### src/rtl/ppsc_pkg.sv
package ppsc_pkg;

    // default sizing of the job table and time base
    localparam int DEF_NUM_JOBS  = 16;
    localparam int DEF_TIME_BITS = 16;
    localparam int DEF_PRIO_BITS = 8;

    // fixed field widths on the stream ports
    localparam int SLOT_W      = 4;
    localparam int TIME_W      = 16;
    localparam int PRIO_W      = 8;
    localparam int IN_TDATA_W  = 48;
    localparam int OUT_TDATA_W = 72;

    // request kind carried on the input tuser
    typedef enum logic {
        CMD_LOAD = 1'b0,
        CMD_TICK = 1'b1
    } t_cmd;

    // input request payload, last field (slot) in the lowest bits
    typedef struct packed {
        logic [PRIO_W-1:0] priority_req;
        logic [TIME_W-1:0] service;
        logic [TIME_W-1:0] arrival;
        logic [SLOT_W-1:0] slot;
    } t_in_item;

    localparam int IN_ITEM_W = $bits(t_in_item);

    // result payload, last field (running_slot) in the lowest bits
    typedef struct packed {
        logic              all_done;
        logic [TIME_W-1:0] weighted_turnaround;
        logic [TIME_W-1:0] turnaround;
        logic [TIME_W-1:0] finish_time;
        logic [TIME_W-1:0] start_time;
        logic              finished;
        logic              idle;
        logic [SLOT_W-1:0] running_slot;
    } t_res;

    // controller to datapath commands
    typedef struct packed {
        logic capture;
        logic scan_init;
        logic scan_step;
        logic load;
        logic rd_best;
        logic update;
        logic clk_adv;
        logic res_idle;
        logic out_load;
    } t_dp_cmd;

    // datapath to controller status
    typedef struct packed {
        logic scan_done;
        logic found;
        logic finishing;
        logic div_done;
        logic out_free;
    } t_dp_sts;

endpackage

### src/rtl/preemptive_priority_scheduler_core.sv
// Preemptive priority scheduler over a table of NUM_JOBS job slots. A load
// request (tuser = 0) writes one slot with arrival, service and priority and
// marks it valid; loads to a slot beyond the table are dropped. A tick request
// (tuser = 1) runs one time unit: the valid, unfinished, already-arrived job
// with the smallest priority number runs (lowest slot on ties), the clock
// advances and saturates at all ones, and a completing job reports start,
// finish, turnaround and truncated turnaround/service (all ones for zero
// service). Every request returns exactly one result. A load captures the
// request and writes its slot; a tick scans the table one memory entry per
// cycle, then reads and updates the picked job, or advances the clock when
// no job is ready; a completing tick then waits for the bit-serial divider.
// The next request is taken in the cycle after the result enters the
// output register, whether or not it has been taken yet.
module preemptive_priority_scheduler_core #(
    parameter int NUM_JOBS  = ppsc_pkg::DEF_NUM_JOBS,
    parameter int TIME_BITS = ppsc_pkg::DEF_TIME_BITS,
    parameter int PRIO_BITS = ppsc_pkg::DEF_PRIO_BITS
) (
    input  logic                             i_clk,
    input  logic                             i_rst_n,
    input  logic                             s_axis_tvalid,
    output logic                             s_axis_tready,
    // slot[3:0], arrival[19:4], service[35:20], priority_req[43:36]
    input  logic [ppsc_pkg::IN_TDATA_W-1:0]  s_axis_tdata,
    // cmd[0]
    input  logic                             s_axis_tuser,
    output logic                             m_axis_tvalid,
    input  logic                             m_axis_tready,
    // running_slot[3:0], idle[4], finished[5], start_time[21:6],
    // finish_time[37:22], turnaround[53:38], weighted_turnaround[69:54],
    // all_done[70]
    output logic [ppsc_pkg::OUT_TDATA_W-1:0] m_axis_tdata
);
    import ppsc_pkg::*;

    t_dp_cmd cmd;
    t_dp_sts sts;

    // sequencer
    ppsc_ctrl u_ctrl (
        .i_clk      (i_clk),
        .i_rst_n    (i_rst_n),
        .i_in_valid (s_axis_tvalid),
        .i_in_kind  (s_axis_tuser),
        .o_in_ready (s_axis_tready),
        .o_cmd      (cmd),
        .i_sts      (sts)
    );

    // job table, scan, divider and result registers
    ppsc_dpath #(
        .NUM_JOBS  (NUM_JOBS),
        .TIME_BITS (TIME_BITS),
        .PRIO_BITS (PRIO_BITS)
    ) u_dpath (
        .i_clk       (i_clk),
        .i_rst_n     (i_rst_n),
        .i_cmd       (cmd),
        .o_sts       (sts),
        .i_in_data   (s_axis_tdata),
        .i_out_ready (m_axis_tready),
        .o_out_valid (m_axis_tvalid),
        .o_out_data  (m_axis_tdata)
    );

endmodule

### src/rtl/ppsc_div.sv
module ppsc_div #(
    parameter int W = ppsc_pkg::DEF_TIME_BITS
) (
    input  logic         i_clk,
    input  logic         i_rst_n,
    input  logic         i_start,
    input  logic [W-1:0] i_dividend,
    input  logic [W-1:0] i_divisor,
    output logic         o_done,
    output logic [W-1:0] o_quot
);
    import ppsc_pkg::*;

    localparam int CNT_W = $clog2(W + 1);

    logic             r_busy;
    logic             r_done;
    logic [CNT_W-1:0] r_cnt;
    logic [W-1:0]     r_rem;
    logic [W-1:0]     r_quo;
    logic [W-1:0]     r_dvs;

    logic [W:0]       shifted;
    logic [W:0]       diff;
    logic             ge;
    logic [W-1:0]     rem_nxt;

    // one restoring step: shift in the next dividend bit, subtract if it fits
    always_comb begin
        shifted = {r_rem, r_quo[W-1]};
        diff    = shifted - {1'b0, r_dvs};
        ge      = (shifted >= {1'b0, r_dvs});
        rem_nxt = ge ? diff[W-1:0] : shifted[W-1:0];
    end

    // control of the iteration
    always_ff @(posedge i_clk) begin
        if (!i_rst_n) begin
            r_busy <= 1'b0;
            r_done <= 1'b0;
            r_cnt  <= '0;
        end else begin
            r_done <= r_busy && !i_start && (r_cnt == CNT_W'(1));
            if (i_start) begin
                r_busy <= 1'b1;
                r_cnt  <= CNT_W'(W);
            end else if (r_busy) begin
                r_cnt <= r_cnt - 1'b1;
                if (r_cnt == CNT_W'(1)) begin
                    r_busy <= 1'b0;
                end
            end
        end
    end

    // remainder and quotient shift registers
    always_ff @(posedge i_clk) begin
        if (i_start) begin
            r_rem <= '0;
            r_quo <= i_dividend;
            r_dvs <= i_divisor;
        end else if (r_busy) begin
            r_rem <= rem_nxt;
            r_quo <= {r_quo[W-2:0], ge};
        end
    end

    assign o_done = r_done;
    assign o_quot = r_quo;

endmodule

### src/rtl/ppsc_dpath.sv
module ppsc_dpath #(
    parameter int NUM_JOBS  = ppsc_pkg::DEF_NUM_JOBS,
    parameter int TIME_BITS = ppsc_pkg::DEF_TIME_BITS,
    parameter int PRIO_BITS = ppsc_pkg::DEF_PRIO_BITS
) (
    input  logic                               i_clk,
    input  logic                               i_rst_n,
    input  ppsc_pkg::t_dp_cmd                  i_cmd,
    output ppsc_pkg::t_dp_sts                  o_sts,
    input  logic [ppsc_pkg::IN_TDATA_W-1:0]    i_in_data,
    input  logic                               i_out_ready,
    output logic                               o_out_valid,
    output logic [ppsc_pkg::OUT_TDATA_W-1:0]   o_out_data
);
    import ppsc_pkg::*;

    localparam int IDX_W = $clog2(NUM_JOBS);
    localparam int CNT_W = $clog2(NUM_JOBS + 1);

    typedef struct packed {
        logic [TIME_BITS-1:0] arrival;
        logic [TIME_BITS-1:0] service;
        logic [TIME_BITS-1:0] remaining;
        logic [PRIO_BITS-1:0] prio;
        logic [TIME_BITS-1:0] start;
    } t_job;

    // job table memory and its registered read port
    t_job                 r_mem [NUM_JOBS];
    t_job                 r_rd_data;

    t_in_item             r_in;
    logic [NUM_JOBS-1:0]  r_valid;
    logic [NUM_JOBS-1:0]  r_done;
    logic [NUM_JOBS-1:0]  r_started;
    logic [TIME_BITS-1:0] r_clock;

    logic [CNT_W-1:0]     r_cnt;
    logic                 r_cmp_vld;
    logic [IDX_W-1:0]     r_cmp_idx;
    logic                 r_found;
    logic [IDX_W-1:0]     r_best;
    logic [PRIO_BITS-1:0] r_best_prio;

    t_res                 r_stage;
    t_res                 r_out;
    logic                 r_out_valid;
    logic                 r_div_zero;

    t_res                 n_stage;
    t_res                 n_out;

    logic                 slot_ok;
    logic [IDX_W-1:0]     load_idx;
    logic                 scan_more;
    logic                 rd_en;
    logic [IDX_W-1:0]     rd_addr;
    logic                 mem_we;
    logic [IDX_W-1:0]     mem_waddr;
    t_job                 mem_wdata;
    logic                 cand_ready;
    logic                 cand_better;
    logic [TIME_BITS-1:0] clk_nxt;
    logic [TIME_BITS-1:0] rem_nxt;
    logic                 finishing;
    logic [TIME_BITS-1:0] start_val;
    logic [TIME_BITS-1:0] turn;
    logic                 div_start;
    logic                 div_done;
    logic [TIME_BITS-1:0] div_quot;
    logic                 out_free;

    // load decode
    assign slot_ok   = (32'(r_in.slot) < NUM_JOBS);
    assign load_idx  = IDX_W'(r_in.slot);
    assign scan_more = (r_cnt < CNT_W'(NUM_JOBS));

    // saturating clock increment
    assign clk_nxt = (r_clock == '1) ? r_clock : r_clock + 1'b1;

    // run of the picked job, read data is the picked entry
    always_comb begin
        rem_nxt   = (r_rd_data.remaining == '0) ? '0 : r_rd_data.remaining - 1'b1;
        finishing = (rem_nxt == '0);
        start_val = r_started[r_best] ? r_rd_data.start : r_clock;
        turn      = clk_nxt - r_rd_data.arrival;
    end

    // memory port selection
    always_comb begin
        rd_en     = (i_cmd.scan_step && scan_more) || i_cmd.rd_best;
        rd_addr   = i_cmd.rd_best ? r_best : r_cnt[IDX_W-1:0];
        mem_we    = 1'b0;
        mem_waddr = r_best;
        mem_wdata = '0;
        if (i_cmd.load) begin
            mem_we              = slot_ok;
            mem_waddr           = load_idx;
            mem_wdata.arrival   = TIME_BITS'(r_in.arrival);
            mem_wdata.service   = TIME_BITS'(r_in.service);
            mem_wdata.remaining = TIME_BITS'(r_in.service);
            mem_wdata.prio      = PRIO_BITS'(r_in.priority_req);
        end else if (i_cmd.update) begin
            mem_we              = 1'b1;
            mem_wdata.arrival   = r_rd_data.arrival;
            mem_wdata.service   = r_rd_data.service;
            mem_wdata.remaining = rem_nxt;
            mem_wdata.prio      = r_rd_data.prio;
            mem_wdata.start     = start_val;
        end
    end

    // job table
    always_ff @(posedge i_clk) begin
        if (mem_we) begin
            r_mem[mem_waddr] <= mem_wdata;
        end
        if (rd_en) begin
            r_rd_data <= r_mem[rd_addr];
        end
    end

    // request capture
    always_ff @(posedge i_clk) begin
        if (i_cmd.capture) begin
            r_in <= t_in_item'(i_in_data[IN_ITEM_W-1:0]);
        end
    end

    // per-slot flags and the time base
    always_ff @(posedge i_clk) begin
        if (!i_rst_n) begin
            r_valid   <= '0;
            r_done    <= '0;
            r_started <= '0;
            r_clock   <= '0;
        end else begin
            if (i_cmd.load && slot_ok) begin
                r_valid[load_idx]   <= 1'b1;
                r_done[load_idx]    <= 1'b0;
                r_started[load_idx] <= 1'b0;
            end
            if (i_cmd.update) begin
                r_started[r_best] <= 1'b1;
                if (finishing) begin
                    r_done[r_best] <= 1'b1;
                end
            end
            if (i_cmd.update || i_cmd.clk_adv) begin
                r_clock <= clk_nxt;
            end
        end
    end

    // candidate test on the entry read in the previous cycle
    assign cand_ready  = r_valid[r_cmp_idx] && !r_done[r_cmp_idx] &&
                         (r_rd_data.arrival <= r_clock);
    assign cand_better = !r_found || (r_rd_data.prio < r_best_prio);

    // scan over the table, one entry per cycle
    always_ff @(posedge i_clk) begin
        if (!i_rst_n) begin
            r_cnt     <= '0;
            r_cmp_vld <= 1'b0;
            r_found   <= 1'b0;
        end else begin
            r_cmp_vld <= i_cmd.scan_step && scan_more;
            if (i_cmd.scan_init) begin
                r_cnt   <= '0;
                r_found <= 1'b0;
            end else begin
                if (i_cmd.scan_step && scan_more) begin
                    r_cnt <= r_cnt + 1'b1;
                end
                if (r_cmp_vld && cand_ready && cand_better) begin
                    r_found <= 1'b1;
                end
            end
        end
    end

    always_ff @(posedge i_clk) begin
        if (i_cmd.scan_step && scan_more) begin
            r_cmp_idx <= r_cnt[IDX_W-1:0];
        end
        if (r_cmp_vld && cand_ready && cand_better) begin
            r_best      <= r_cmp_idx;
            r_best_prio <= r_rd_data.prio;
        end
    end

    // weighted turnaround
    assign div_start = i_cmd.update && finishing;

    ppsc_div #(
        .W (TIME_BITS)
    ) u_div (
        .i_clk      (i_clk),
        .i_rst_n    (i_rst_n),
        .i_start    (div_start),
        .i_dividend (turn),
        .i_divisor  (r_rd_data.service),
        .o_done     (div_done),
        .o_quot     (div_quot)
    );

    // result staging
    always_comb begin
        n_stage = r_stage;
        if (i_cmd.res_idle) begin
            n_stage      = '0;
            n_stage.idle = 1'b1;
        end else if (i_cmd.update) begin
            n_stage              = '0;
            n_stage.running_slot = SLOT_W'(r_best);
            n_stage.finished     = finishing;
            if (finishing) begin
                n_stage.start_time  = TIME_W'(start_val);
                n_stage.finish_time = TIME_W'(clk_nxt);
                n_stage.turnaround  = TIME_W'(turn);
            end
        end else if (div_done) begin
            n_stage.weighted_turnaround = r_div_zero ? '1 : TIME_W'(div_quot);
        end
    end

    always_ff @(posedge i_clk) begin
        r_stage <= n_stage;
        if (i_cmd.update) begin
            r_div_zero <= (r_rd_data.service == '0);
        end
    end

    // output register
    assign out_free = !r_out_valid || i_out_ready;

    always_ff @(posedge i_clk) begin
        if (!i_rst_n) begin
            r_out_valid <= 1'b0;
        end else if (i_cmd.out_load) begin
            r_out_valid <= 1'b1;
        end else if (i_out_ready) begin
            r_out_valid <= 1'b0;
        end
    end

    always_comb begin
        n_out          = r_stage;
        n_out.all_done = ~|(r_valid & ~r_done);
    end

    always_ff @(posedge i_clk) begin
        if (i_cmd.out_load) begin
            r_out <= n_out;
        end
    end

    assign o_out_valid = r_out_valid;
    assign o_out_data  = OUT_TDATA_W'(r_out);

    // status back to the controller
    always_comb begin
        o_sts           = '0;
        o_sts.scan_done = !scan_more && !r_cmp_vld;
        o_sts.found     = r_found;
        o_sts.finishing = finishing;
        o_sts.div_done  = div_done;
        o_sts.out_free  = out_free;
    end

`ifndef SYNTHESIS
    a_out_load_free: assert property (@(posedge i_clk) disable iff (!i_rst_n)
        i_cmd.out_load |-> (!r_out_valid || i_out_ready))
        else $error("result loaded over a pending result");

    a_pick_live: assert property (@(posedge i_clk) disable iff (!i_rst_n)
        i_cmd.rd_best |-> (r_found && r_valid[r_best] && !r_done[r_best]))
        else $error("picked slot is not a live job");

    a_res_consistent: assert property (@(posedge i_clk) disable iff (!i_rst_n)
        r_out_valid |-> !(r_out.idle && r_out.finished))
        else $error("idle result marked finished");

    a_div_follows: assert property (@(posedge i_clk) disable iff (!i_rst_n)
        div_start |=> !div_done)
        else $error("divider finished without iterating");
`endif

endmodule

### src/rtl/ppsc_ctrl.sv
module ppsc_ctrl (
    input  logic              i_clk,
    input  logic              i_rst_n,
    input  logic              i_in_valid,
    input  logic              i_in_kind,
    output logic              o_in_ready,
    output ppsc_pkg::t_dp_cmd o_cmd,
    input  ppsc_pkg::t_dp_sts i_sts
);
    import ppsc_pkg::*;

    typedef enum logic [2:0] {
        S_IDLE,
        S_LOAD,
        S_SCAN,
        S_PICK,
        S_UPDATE,
        S_DIV,
        S_RESULT
    } t_state;

    t_state r_state;
    t_state n_state;

    assign o_in_ready = (r_state == S_IDLE);

    // next state and command decode
    always_comb begin
        n_state = r_state;
        o_cmd   = '0;
        unique case (r_state)
            S_IDLE: begin
                if (i_in_valid) begin
                    o_cmd.capture = 1'b1;
                    if (t_cmd'(i_in_kind) == CMD_LOAD) begin
                        n_state = S_LOAD;
                    end else begin
                        o_cmd.scan_init = 1'b1;
                        n_state         = S_SCAN;
                    end
                end
            end
            S_LOAD: begin
                o_cmd.load     = 1'b1;
                o_cmd.res_idle = 1'b1;
                n_state        = S_RESULT;
            end
            S_SCAN: begin
                o_cmd.scan_step = 1'b1;
                if (i_sts.scan_done) begin
                    n_state = S_PICK;
                end
            end
            S_PICK: begin
                if (i_sts.found) begin
                    o_cmd.rd_best = 1'b1;
                    n_state       = S_UPDATE;
                end else begin
                    o_cmd.clk_adv  = 1'b1;
                    o_cmd.res_idle = 1'b1;
                    n_state        = S_RESULT;
                end
            end
            S_UPDATE: begin
                o_cmd.update = 1'b1;
                n_state      = i_sts.finishing ? S_DIV : S_RESULT;
            end
            S_DIV: begin
                if (i_sts.div_done) begin
                    n_state = S_RESULT;
                end
            end
            S_RESULT: begin
                if (i_sts.out_free) begin
                    o_cmd.out_load = 1'b1;
                    n_state        = S_IDLE;
                end
            end
            default: begin
                n_state = S_IDLE;
            end
        endcase
    end

    // state register
    always_ff @(posedge i_clk) begin
        if (!i_rst_n) begin
            r_state <= S_IDLE;
        end else begin
            r_state <= n_state;
        end
    end

endmodule

### config.mk
export PLATFORM = sky130hd
export DESIGN_NAME = preemptive_priority_scheduler_core
export DESIGN_NICKNAME = d
export VERILOG_FILES = /design/src/rtl/ppsc_pkg.sv /design/src/rtl/preemptive_priority_scheduler_core.sv /design/src/rtl/ppsc_div.sv /design/src/rtl/ppsc_dpath.sv /design/src/rtl/ppsc_ctrl.sv
export SDC_FILE = /design/constraint.sdc
export NUM_CORES = 2
export LEC_CHECK = 0
export BUFFER_PORTS_ARGS = -buffer_cell sky130_fd_sc_hd__buf_4
export CAP_MARGIN = 25
export CORE_MARGIN = 4
export CORE_UTILIZATION = 35
export DETAILED_ROUTE_END_ITERATION = 16
export PLACE_DENSITY = 0.5
export SLEW_MARGIN = 20
export SYNTH_ARGS = -nofsm -noshare
export SYNTH_HDL_FRONTEND = slang
export SYNTH_SLANG_ARGS = --single-unit
### constraint.sdc
create_clock -name i_clk -period 7.4 [get_ports i_clk]
set_input_delay 0.37 -clock i_clk [delete_from_list [all_inputs] [get_ports i_clk]]
set_output_delay 0.37 -clock i_clk [all_outputs]
set_load 0.05 [all_outputs]
## Word-level counts from Yosys, hierarchy flattened

Memory sizes are Yosys's and may differ from the RTL's. A register that Yosys moved wholly into a read port is not among the register bits.
Cells that the tools add are included.

| storage, ports and cells | value |
|---|---|
| logic and storage cells | 171 |
| bits in writable memories | 1152 |
| input bits | 53 |
| output and inout port bits | 74 |
| memories | 1 |
| register bits | 332 |

Memory list:

| memory | words | bits a word | read ports | clocked after memory_dff | wr ports | line | source |
|---|---|---|---|---|---|---|---|
| u_dpath.r_mem | 16 | 72 | 1 | 1 | 1 | ppsc_dpath.sv:29 | `t_job r_mem [NUM_JOBS];` |

| cells by class | value |
|---|---|
| $lt $le $gt $ge | 9 |
| eq/ne operators | 12 |
| reductions and logical operators | 33 |
| add/sub/neg operators | 6 |
| multiplexer cells | 62 |
| bitwise logic cells | 9 |

Operator list:

| operator | count |
|---|---|
| 16-bit 2-to-1 mux | 15 |
| 72-bit 2-to-1 mux | 1 |
| 56-bit 2-to-1 mux | 1 |
| 16-bit AND | 3 |
| 16-bit logical NOT | 3 |
| 48-bit 2-to-1 mux | 1 |
| 16-bit OR | 3 |
| 16-bit inverter | 2 |
| 16-bit subtractor | 2 |
| 1-bit 2-to-1 mux | 23 |
| 3-bit one-hot mux with 7 select lines | 1 |
| 17-bit by 16-bit greater-or-equal comparator with 1-bit output | 1 |
| 16-bit by 1-bit adder with 16-bit output, second input constant | 1 |
| 16-bit == test, second input constant | 1 |
| 16-bit less-or-equal comparator | 1 |
| 16-bit OR reduction | 1 |
| 16-bit by 1-bit subtractor with 16-bit output, second input constant | 1 |
| 4-bit by 5-bit < comparator with 1-bit output, second input constant | 3 |
| 1-bit binary-select mux with 4-bit select | 3 |
| 2-bit 2-to-1 mux | 6 |
| 3-bit 2-to-1 mux | 4 |
| 1-bit logical AND | 11 |
| 5-bit 2-to-1 mux | 2 |
| 3-bit == test, second input constant | 3 |
| 20 further kinds | 38 |

## Logic depth before layout (Yosys ltp)

| depth | value |
|---|---|
| depth in word-level cells | 11 |
| depth in mapped cells | 17 |
| mapped depth without buffers | 16 |

## Cells and area by module

From an unflattened synthesis, not the netlist that was laid out.

| second synthesis, totals | value |
|---|---|
| cell total of the unflattened synthesis | 3550 |
| area, all modules | 61595.3 um^2 |

Modules (own cells, without submodules):

| module | seq. area each (um^2) | cells each | area each (um^2) | instances |
|---|---|---|---|---|
| ppsc_dpath | 43561.8 | 3210 | 58133.3 | 1 |
| ppsc_div | 1421.4 | 302 | 3171.8 | 1 |
| ppsc_ctrl | 60.1 | 38 | 290.3 | 1 |

## Worst setup path before layout

No wires, ideal clock.

| path | value |
|---|---|
| path kind | flip-flop to flip-flop |
| start | reg u_ctrl.r_state[0] |
| end | reg, netlist name u_dpath.r_rd_data[0] |
| stages on the path, launching flop included | 4 |
| library setup time | 0.606 ns |
| arrival | 6.013 ns |
| required time | 6.794 ns |
| setup slack | 0.782 ns |
| cell sequence | dfxtp_1 clkbuf_1 a21oi_1 nor3b_1 |

| between the ends | value |
|---|---|
| longest elaborated chain between the ends | 4 |
| elaborated cells on any way between the ends | 7 |
| classes of those cells | eq/ne (2); mux (3); reduce/logical (2) |

RTL lines:

| what | line | source |
|---|---|---|
| from (decl) | ppsc_ctrl.sv:22 | `t_state r_state;` |
| from (signal assigned) | ppsc_ctrl.sv:90 | `r_state <= n_state;` |
| 3-bit by 2-bit == test with 1-bit output | ppsc_ctrl.sv:31 | `unique case (r_state)` |
| 1-bit 2-to-1 mux | ppsc_ctrl.sv:31 |  |
| 1-bit logical AND | ppsc_dpath.sv:91 | `rd_en = (i_cmd.scan_step && scan_more) \|\| i_cmd.rd_best;` |
| 1-bit logical OR * | ppsc_dpath.sv:91 |  |
| net u_dpath.rd_en | ppsc_dpath.sv:56 | `logic rd_en;` |

The timed path passes the listed nets; every way through them passes the cells marked *.
A chain may end at the register's enable or synchronous reset.

## Worst setup path after layout

| path | value |
|---|---|
| start | reg u_dpath.r_clock[0] |
| end | reg u_dpath.u_div.r_quo[9] (netlist: u_dpath.u_div.o_quot[9]), data pin |

| between the ends | value |
|---|---|
| longest elaborated chain between the ends | 4 |
| elaborated cells on any way between the ends | 5 |
| classes of those cells | add/sub (2); eq/ne (1); mux (2) |

RTL lines:

| what | line | source |
|---|---|---|
| from (decl) | ppsc_dpath.sv:36 | `logic [TIME_BITS-1:0] r_clock;` |
| from (signal assigned) | ppsc_dpath.sv:150 | `r_clock <= clk_nxt;` |
| 16-bit by 1-bit adder with 16-bit output or 16-bit == test (tied branches) | ppsc_dpath.sv:79 | `assign clk_nxt = (r_clock == '1) ? r_clock : r_clock + 1'b1;` |
| 16-bit 2-to-1 mux * | ppsc_dpath.sv:79 |  |
| net u_dpath.clk_nxt[1] | ppsc_dpath.sv:63 | `logic [TIME_BITS-1:0] clk_nxt;` |
| 16-bit subtractor * | ppsc_dpath.sv:86 | `turn = clk_nxt - r_rd_data.arrival;` |
| 16-bit 2-to-1 mux * | ppsc_div.sv:58 | `if (i_start) begin` |
| to (signal assigned) | ppsc_div.sv:60 | `r_quo <= i_dividend;` |
| to (signal assigned) | ppsc_div.sv:64 | `r_quo <= {r_quo[W-2:0], ge};` |
| to (decl) | ppsc_div.sv:20 | `logic [W-1:0] r_quo;` |

Marked as above.

==> metrics <==
CP Capture Type=register; P_int=16,900 µW; vias in the first global route=32,800; switching part of the total=27.0%; CP required=7.92 ns; cell taking the most area after synthesis=edfxtp_1; min-delay worst type=in2reg; status=finished clean; RR Endpoint=u_dpath.u_div.o_quot[9]$_DFFE_PP_; hold_sp=m_axis_tready; GRT Residual Overflow=0; DRT Pass-1 Iters=5; first-pass GRT wire length=229,000 µm; Post-synth EDFFs=1,388; sequential power share=48.0%; Yosys cell types=78; DP HPWL=83,100 µm; Max VDD drop=249 µV; P_leak=0.0236 µW; Die Span Y=427 µm; worst reg2reg setup slack=2.82 ns; routed via count=32,700; Layout Area Growth over Synthesis=16.0%; synth warn=0; largest stage delay on the critical path=0.60 ns; final setup vio count=0; Combinational Power Share=17.1%; post-CTS setup buffer count=0; ratio of cells with drive above 1 in the final layout=20.1%; CTS root buf=clkbuf_16; CTS tree=built; commonest non-fill, non-tap cell in the layout=edfxtp_1; core area=0.174 mm²; NetSw=6250 µW; top cells by area, synth=edfxtp_1 (68%), mux4_2 (11%), dfxtp_1 (5.5%), nand2_1 (2.1%), ha_1 (1.2%); Hold EP=u_dpath.o_out_valid$_SDFFE_PN0P_; WL per Instance=25.2 µm; I/O Pins=127; actual slew at the worst max-slew pin=1.05 ns; Mapped Area=0.0614 mm²; initial core utilization=35.3%; chip width=427 µm; gr usage total=17.2%; final net count=3,900; kind of critical path=reg2reg; CP Launch Type=register; WHS=0.113 ns; max-slew violations=0; Post-route DRC=0; Clock Skew=0.0312 ns; clk_lat worst skew=0.80 ns; TNS Setup=0 ns; clock share of power=34.9%; Cells after Synth=3,546; max_cap viols=0; relative slew slack=29.3%; most frequent cells in the layout=edfxtp_1 (1,388), nand2_1 (336), mux4_2 (295), buf_4 (194), clkbuf_16 (169); clk sink count=1,556; maximum clock frequency=218 MHz; Hold Path Cell Cnt=3; initial antenna violation count=3; final WL=157,000 µm; worst-path fanout max=12; CTS Hold Bufs=45; initial DRC count=2,695; R2R Path Start=u_dpath.r_clock[0]$_SDFFE_PN0P_; RePlAce Congestion=0.755; Worst path slowest cell=or3_1; final hold vios=0; largest net degree at the start of global routing=141; area share of the largest cell type after synthesis=67.9%; Avg Cell Area, Syn=17.3 µm²; crit-path cells=ha_1 -> and4_1 -> nand4_1 -> or3_1 -> a21oi_1 -> inv_1 -> ha_1 -> nor2b_1 -> o31ai_1 -> a21oi_1 -> o21ai_0 -> nand2b_1 -> and4b_1 -> o31ai_1 -> nand2_1; cts repair resizes=0; Tot Pwr=23,200 µW; IO buf count=121; R2R depth=15; PD cells=325 mW/mm²; Clock Path Buffers=3; CTS clock-pin slew for the worst setup and hold paths=0.06 ns; CP arrival=5.10 ns; Routed Antenna Nets=0; H-tree Lvls=4; RSZ-0062 raised after global routing=no; Final period util=61.9%; Num CTS Buffers=163; vias per cell=5.23; std cell rows=153; Mapped Nets=3,660; commonest register cell after synthesis=edfxtp_1; Tmin final=4.58 ns; sequential area share after synthesis=73.3%; die area=0.182 mm²; synthesized flop and latch total=1,556; asr flop ratio synth=0%
## power groups by stage
stage | clock (µW) | sequential [µW] | combinational, µW
2_1_floorplan | 0 | 11300 | 2670
3_3_place_gp | 0 | 11300 | 3990
3_5_place_dp | 0 | 11300 | 4020
4_1_cts | 8300 | 11100 | 4050
5_1_grt | 8660 | 11200 | 4340
6_report | 8080 | 11100 | 3970
## metrics by stage
step | util, % | instances | cell area (µm²) | worst slack, ns
floorplan | - | 3546 | 61400 | 0.782
global placement | 37.5 | 5890 | 65400 | 2.81
detailed placement | 37.6 | 5895 | 65500 | 2.85
CTS | 40.9 | 6241 | 71200 | 2.83
global route | 40.9 | 6247 | 71200 | 2.41
finish | 40.9 | 6249 | 71200 | 2.82
## worst max path at each step
stage	startpoint	to	slack, ns	cells after the start
after floorplan	u_ctrl.r_state[0]$_SDFFE_PN0P_	u_dpath.r_rd_data[0]$_DFFE_PP_	0.78	3
after global placement	u_dpath.r_clock[0]$_SDFFE_PN0P_	u_dpath.u_div.o_quot[9]$_DFFE_PP_	2.81	15
after detailed placement	u_dpath.r_clock[0]$_SDFFE_PN0P_	u_dpath.u_div.o_quot[9]$_DFFE_PP_	2.85	15
after CTS	u_dpath.r_clock[0]$_SDFFE_PN0P_	u_dpath.u_div.o_quot[9]$_DFFE_PP_	2.83	15
after global routing	u_dpath.r_clock[0]$_SDFFE_PN0P_	u_dpath.u_div.o_quot[9]$_DFFE_PP_	2.41	15
final	u_dpath.r_clock[0]$_SDFFE_PN0P_	u_dpath.u_div.o_quot[9]$_DFFE_PP_	2.82	15
## kinds of logic (layout without fill, tap and decap cells)
group | after synthesis | count (layout) | synth area share [%]
DFF | 1556 | 1556 | 73.3
AOI/OAI and AO/OA | 499 | 499 | 5.36
xor gates and xnor gates | 51 | 51 | 0.727
other | 1 | 3 | 0.00611
and+or+nand+nor | 790 | 790 | 6.07
buffers and inverters | 268 | 644 | 1.99
adders and majority gates | 61 | 61 | 1.27
muxes | 320 | 320 | 11.2
## registers in the layout, indices dropped and copies added (netlist names), 40 cells and up
name                count
u_dpath.o_out_data     71
u_dpath.n_out          70
u_dpath.r_in           40
u_dpath.r_mem        1152
u_dpath.r_rd_data      72
## per-layer routing
layer / vias to the layer above / GRT usage (%) / share of wire [%]
met5: - / 0 / 0.0083
met4: 2 / 4.65 / 2.2
met3: 211 / 2.70 / 4.8
met2: 829 / 26.8 / 46
met1: 17200 / 25.0 / 47
li1: 14400 / - / -
## cell type report
| type | instances | area (µm²) |
|---|---|---|
| inverter | 84 | 315 |
| timing repair buffer | 259 | 2310 |
| clock buffer | 202 | 4400 |
| tap | 2325 | 2910 |
| fill | 15700 | 103000 |
| multi-input combinational | 1722 | 15400 |
| clock inverter | 99 | 875 |
| sequential | 1556 | 45000 |
| antenna | 2 | 5.00 |
## synth_stat cells (22+ instances only)
master and number:
a211oi_1 86, a21oi_1 97, a22o_1 39, a31oi_1 76
and2_1 86, buf_2 33, buf_4 31, clkbuf_1 102
dfxtp_1 168, edfxtp_1 1388, ha_1 59, inv_1 83
mux2i_1 22, mux4_2 295, nand2_1 337, nand2b_1 24
nand3_1 31, nor2_1 150, nor2b_1 52, nor3_1 28
o21ai_0 76, xnor2_1 38
## critical path: cells and delay by family, from the launching register on
| kind | cells | cell delay, ns |
|---|---|---|
| AO/OA/AOI/OAI | 5 | 1.63 |
| flip-flops | 1 | 0.53 |
| adder cells (fa/ha/maj) | 2 | 0.55 |
| buffers and inverters | 1 | 0.09 |
| AND/OR/NAND/NOR | 7 | 1.50 |
Note: power is estimated with default switching activity, not from simulation.
